### config.mk
export PLATFORM = sky130hd
export DESIGN_NAME = smrq_cell
export DESIGN_NICKNAME = d
export VERILOG_FILES = /design/src/rtl/core/smrq_pkg.sv /design/src/rtl/core/smrq_cell.sv
export SDC_FILE = /design/constraint.sdc
export NUM_CORES = 1
export LEC_CHECK = 0
export ABC_AREA = 0
export CORE_MARGIN = 8
export CORE_UTILIZATION = 45
export DETAILED_ROUTE_END_ITERATION = 16
export DONT_BUFFER_PORTS = 1
export PLACE_DENSITY = 0.66
export SLEW_MARGIN = 20
export SYNTH_ARGS = -nofsm -noshare
export SYNTH_HDL_FRONTEND = slang
export SYNTH_SLANG_ARGS = --single-unit
### constraint.sdc
create_clock -name i_clk -period 3.76 [get_ports i_clk]
set_input_delay 0.752 -clock i_clk [delete_from_list [all_inputs] [get_ports i_clk]]
set_output_delay 0.752 -clock i_clk [all_outputs]
set_load 0.02 [all_outputs]
### src/rtl/core/smrq_pkg.sv
package smrq_pkg;

    localparam int CAPACITY = 1024;
    localparam int MAX_RANK = 8;

    localparam int FUNC_W   = 2;
    localparam int KEY_W    = 60;
    localparam int RANK_W   = 4;
    localparam int STATUS_W = 2;

    localparam int COUNT_W = $clog2(CAPACITY + 1);
    localparam int RIDX_W  = $clog2(MAX_RANK + 1);

    localparam int GRP  = 32;
    localparam int NGRP = (CAPACITY + GRP - 1) / GRP;

    typedef enum logic [FUNC_W-1:0] {
        F_INSERT = 2'd0,
        F_BELOW  = 2'd1,
        F_ABOVE  = 2'd2
    } t_func;

    typedef enum logic [STATUS_W-1:0] {
        ST_INSERTED  = 2'd0,
        ST_FOUND     = 2'd1,
        ST_NOT_FOUND = 2'd2,
        ST_FULL      = 2'd3
    } t_status;

    typedef struct packed {
        logic              cmp;
        logic              shift;
        logic              below;
        logic              above;
        logic [KEY_W-1:0]  key;
        logic [RIDX_W-1:0] ridx;
    } t_cell_ctl;

endpackage

### src/rtl/core/smrq_cell.sv
module smrq_cell import smrq_pkg::*; (
    input  logic              i_clk,
    input  t_cell_ctl         i_ctl,
    input  logic              i_occ,
    input  logic [KEY_W-1:0]  i_prev_key,
    input  logic              i_prev_le,
    input  logic [MAX_RANK:0] i_le_win,
    input  logic [MAX_RANK:0] i_lt_win,
    output logic              o_le,
    output logic              o_lt,
    output logic [KEY_W-1:0]  o_key,
    output logic              o_sel
);

    logic              r_le;
    logic              r_lt;
    logic [KEY_W-1:0]  r_key;
    logic [RIDX_W-1:0] ridx_m1;

    always_ff @(posedge i_clk) begin
        if (i_ctl.cmp) begin
            r_le <= i_occ && (r_key <= i_ctl.key);
            r_lt <= i_occ && (r_key < i_ctl.key);
        end
        // shift up behind the insert point, new key lands at the boundary
        if (i_ctl.shift && !r_le) begin
            r_key <= i_prev_le ? i_ctl.key : i_prev_key;
        end
    end

    assign ridx_m1 = i_ctl.ridx - RIDX_W'(1);

    assign o_sel = (i_ctl.below && i_le_win[ridx_m1] && !i_le_win[i_ctl.ridx])
                || (i_ctl.above && i_occ && i_lt_win[i_ctl.ridx] && !i_lt_win[ridx_m1]);

    assign o_le  = r_le;
    assign o_lt  = r_lt;
    assign o_key = r_key;

endmodule

==> results.md <==
* Min-Delay Path Class: input port to flop
* Yosys warns at 0
* CP Launch Type: input port
* Row count at 36
* Initial antenna violation count at 0
* Endpoint class of the critical path: primary output
* Status: finished clean
* ANT cells at 0
* DR top layer: met4
* Worst VDD drop at 0.1966 mV
* Placed cell areas at 4603 sq um
* Period utilisation layout at 81.32%
* Reg power frac at 54.4%
* Die ar. at 13350 sq um
* CTS Sinks at 62
* Residual DRC at 0
* # H-tree levels at 3
* Die W at 115.5 um
* Final net count at 589
* Metal3 WL at 1541 um
* Die Y at 115.5 um
* TritonCTS Buffers at 9
* Post-route setup slack at 702.4 ps
* PwrDens at 350.0 nW/um^2
* Synth Net Count at 585
* Port Buffer Count at 0
* Final Cell Area at 4756 sq um
* GPL Wtd Cong at 0.8788
* Worst rel slew slack at 46.07%
* Count of final setup violators at 0
* Slew @ Worst Pin at 808.9 ps
* R2r setup slk at 1240 ps
* I/O pins at 212
* Clk root buf: clkbuf_8
* Postcts setup bufs at 0
* Crit path kind: input port to primary output
* Detailed Route Iter0 Violations at 123
* CTS tree: built
* Detailed placer's ending HPWL at 9352 um
* Total of max-cap violations at 0
* Vias at 2944
* Max Freq at 327.1 MHz
* Final wirelength at 11260 um
* Vias per std cell at 5.717
* Area growth, synth to finish at 6.650%
* Required @ worst endpoint at 3010 ps
* Setup clock skew after layout at 8.480 ps
* RSZ-0062 raised after global routing: no
* Synth Area per Inst at 11.89 sq um
* Post-Syn Area at 4459 sq um
* Leak at 2.024 nW
* Clk pin slew, worst setup/hold paths at 70 ps
* Logic gate share of total power at 16.2%
* WL/cell at 21.87 um
* Clock share of power at 29.4%
* Synth Instances at 375
* Yosys cell types at 38
* Pint at 1.191 mW
* Starting density of the core at 46.05%
* Sequential area share after synthesis at 41.75%
* Arrival @ worst endpoint at 2310 ps
* Sw Ratio at 28.46%
* Routed met1 length at 4110 um
* Filler Cells Inserted at 892
* Largest net degree at the start of global routing at 61
* Skew-Pair Late Insertion Delay at 330 ps
* Remaining global-route overflow at 0
* Setup Total Neg Slack at 0 ps
* Post-route ant nets at 0
* # hold bufs at CTS at 0
* Clock period minus worst slack at 3058 ps
* Seq cells post-synth at 62
* Share of layout cells above drive strength 1 at 22.25%
* Max-slew violation count at 0
* Net Sw Power at 0.4738 mW
* Vias in the first global route at 3247
* DRT Pass-1 Iters at 4
* Met2 WL at 5526 um
* GRT Total Usage at 16.37%
* Post-cts sizing count at 0
* Crit path max fanout at 11
* Worst slack at placement at 719.2 ps
* Max Buffers Root-to-Sink at 2
* First-pass GRT wire length at 17090 um
* Final hold viol count at 0
* Worst hold margin at 526.9 ps
* Core ar. at 9684 sq um
per-stage QoR:
stage	power, mW	utilization (%)	std cells
final	1.665	49.11	515
after global routing	1.754	49.11	515
after CTS	1.689	49.11	515
after detailed placement	1.195	47.53	501
after global placement	1.181	47.53	501
after floorplan	1.139	-	375
registers in the layout (all words and copies together), names as in the netlist:
name	cells
o_lt	1
o_le	1
o_key	60
power groups by stage:
stage	clock network, mW	registers, mW	logic, mW
2_1_floorplan	0	0.907	0.232
3_3_place_gp	0	0.922	0.259
3_5_place_dp	0	0.923	0.272
4_1_cts	0.508	0.907	0.274
5_1_grt	0.534	0.912	0.308
6_report	0.489	0.905	0.270
layer usage:
layer,track usage [%],vias up
met3,8.338,6
met4,4.028,0
met5,0,-
met1,17.75,1384
met2,27.75,144
li1,-,1410
layout make-up:
cell class	instances	area (sq um)	area share (%)
clock buffers	9	123.9	2.605
clock inverters	5	28.78	0.6051
inverters	62	232.7	4.893
multi-input cells	243	2335	49.09
flip-flops and latches	62	1862	39.15
well taps	133	166.4	3.499
repair buffers	1	7.507	0.1579
cells in the mapped netlist:
cell	number	area share (%)
a221o_1	1	0.22
o211a_1	1	0.22
xor2_1	2	0.39
o211ai_1	1	0.17
o21bai_1	1	0.17
a21oi_1	21	2.4
buf_1	4	0.34
nor4_2	2	0.56
a22oi_1	1	0.17
nor4_1	1	0.14
a211oi_1	1	0.17
and3b_1	1	0.20
and4_1	3	0.59
edfxtp_1	62	42
inv_1	62	5.2
nor3_1	6	0.67
nand2b_1	1	0.14
a21oi_2	1	0.20
ha_1	61	17
o21ai_1	3	0.34
buf_6	1	0.25
mux2i_1	2	0.45
nor2b_1	2	0.28
and3_1	1	0.14
o31a_1	1	0.20
nand4_1	13	1.8
o2111ai_1	1	0.20
mux4_1	3	1.8
mux2_2	62	16
a21o_1	7	1.2
a221oi_1	3	0.59
nor2_1	2	0.17
nand3_1	9	1.0
clkbuf_1	3	0.25
o22ai_1	3	0.42
o21ai_0	7	0.79
nand2_1	14	1.2
mux4_2	5	2.5
path summary, 6_finish.rpt:
path            to  startpoint  cells past startpoint
min reg2reg   o_le    o_key[2]                      3
max          o_sel    i_ctl[0]                      8
max reg2reg   o_le   o_key[59]                      7
min           o_lt   i_ctl[67]                      0
kinds of logic (layout without fill, tap and decap cells):
| kind of cell | count (synthesis) | count (layout) | share of synthesized area [%] |
|---|---|---|---|
| AO/OA/AOI/OAI | 53 | 53 | 7.380 |
| XOR/XNOR | 2 | 2 | 0.3929 |
| multiplexers | 72 | 72 | 20.40 |
| adder cells (fa/ha/maj) | 61 | 61 | 17.12 |
| AND/OR/NAND/NOR | 55 | 55 | 6.903 |
| flip-flops | 62 | 62 | 41.75 |
| buffers and inverters | 70 | 77 | 6.060 |
cell usage in the layout (no fill, tap or decap), drive strengths merged, types with 9 or more instances in the layout:
| cell | count |
|---|---|
| ha | 61 |
| edfxtp | 62 |
| a21oi | 22 |
| clkbuf | 9 |
| nand3 | 9 |
| nand2 | 14 |
| o21ai | 10 |
| nand4 | 13 |
| mux2 | 62 |
| inv | 62 |
critical path, cell delays in order:
cell and delay [ps]:
inv_1 20, ha_1 380, mux4_2 340, mux2i_1 190, nor2_1 60, o21ai_1 150, o2111ai_1 140, o21ai_1 260
No activity file was read; power rests on OpenSTA's default activity.
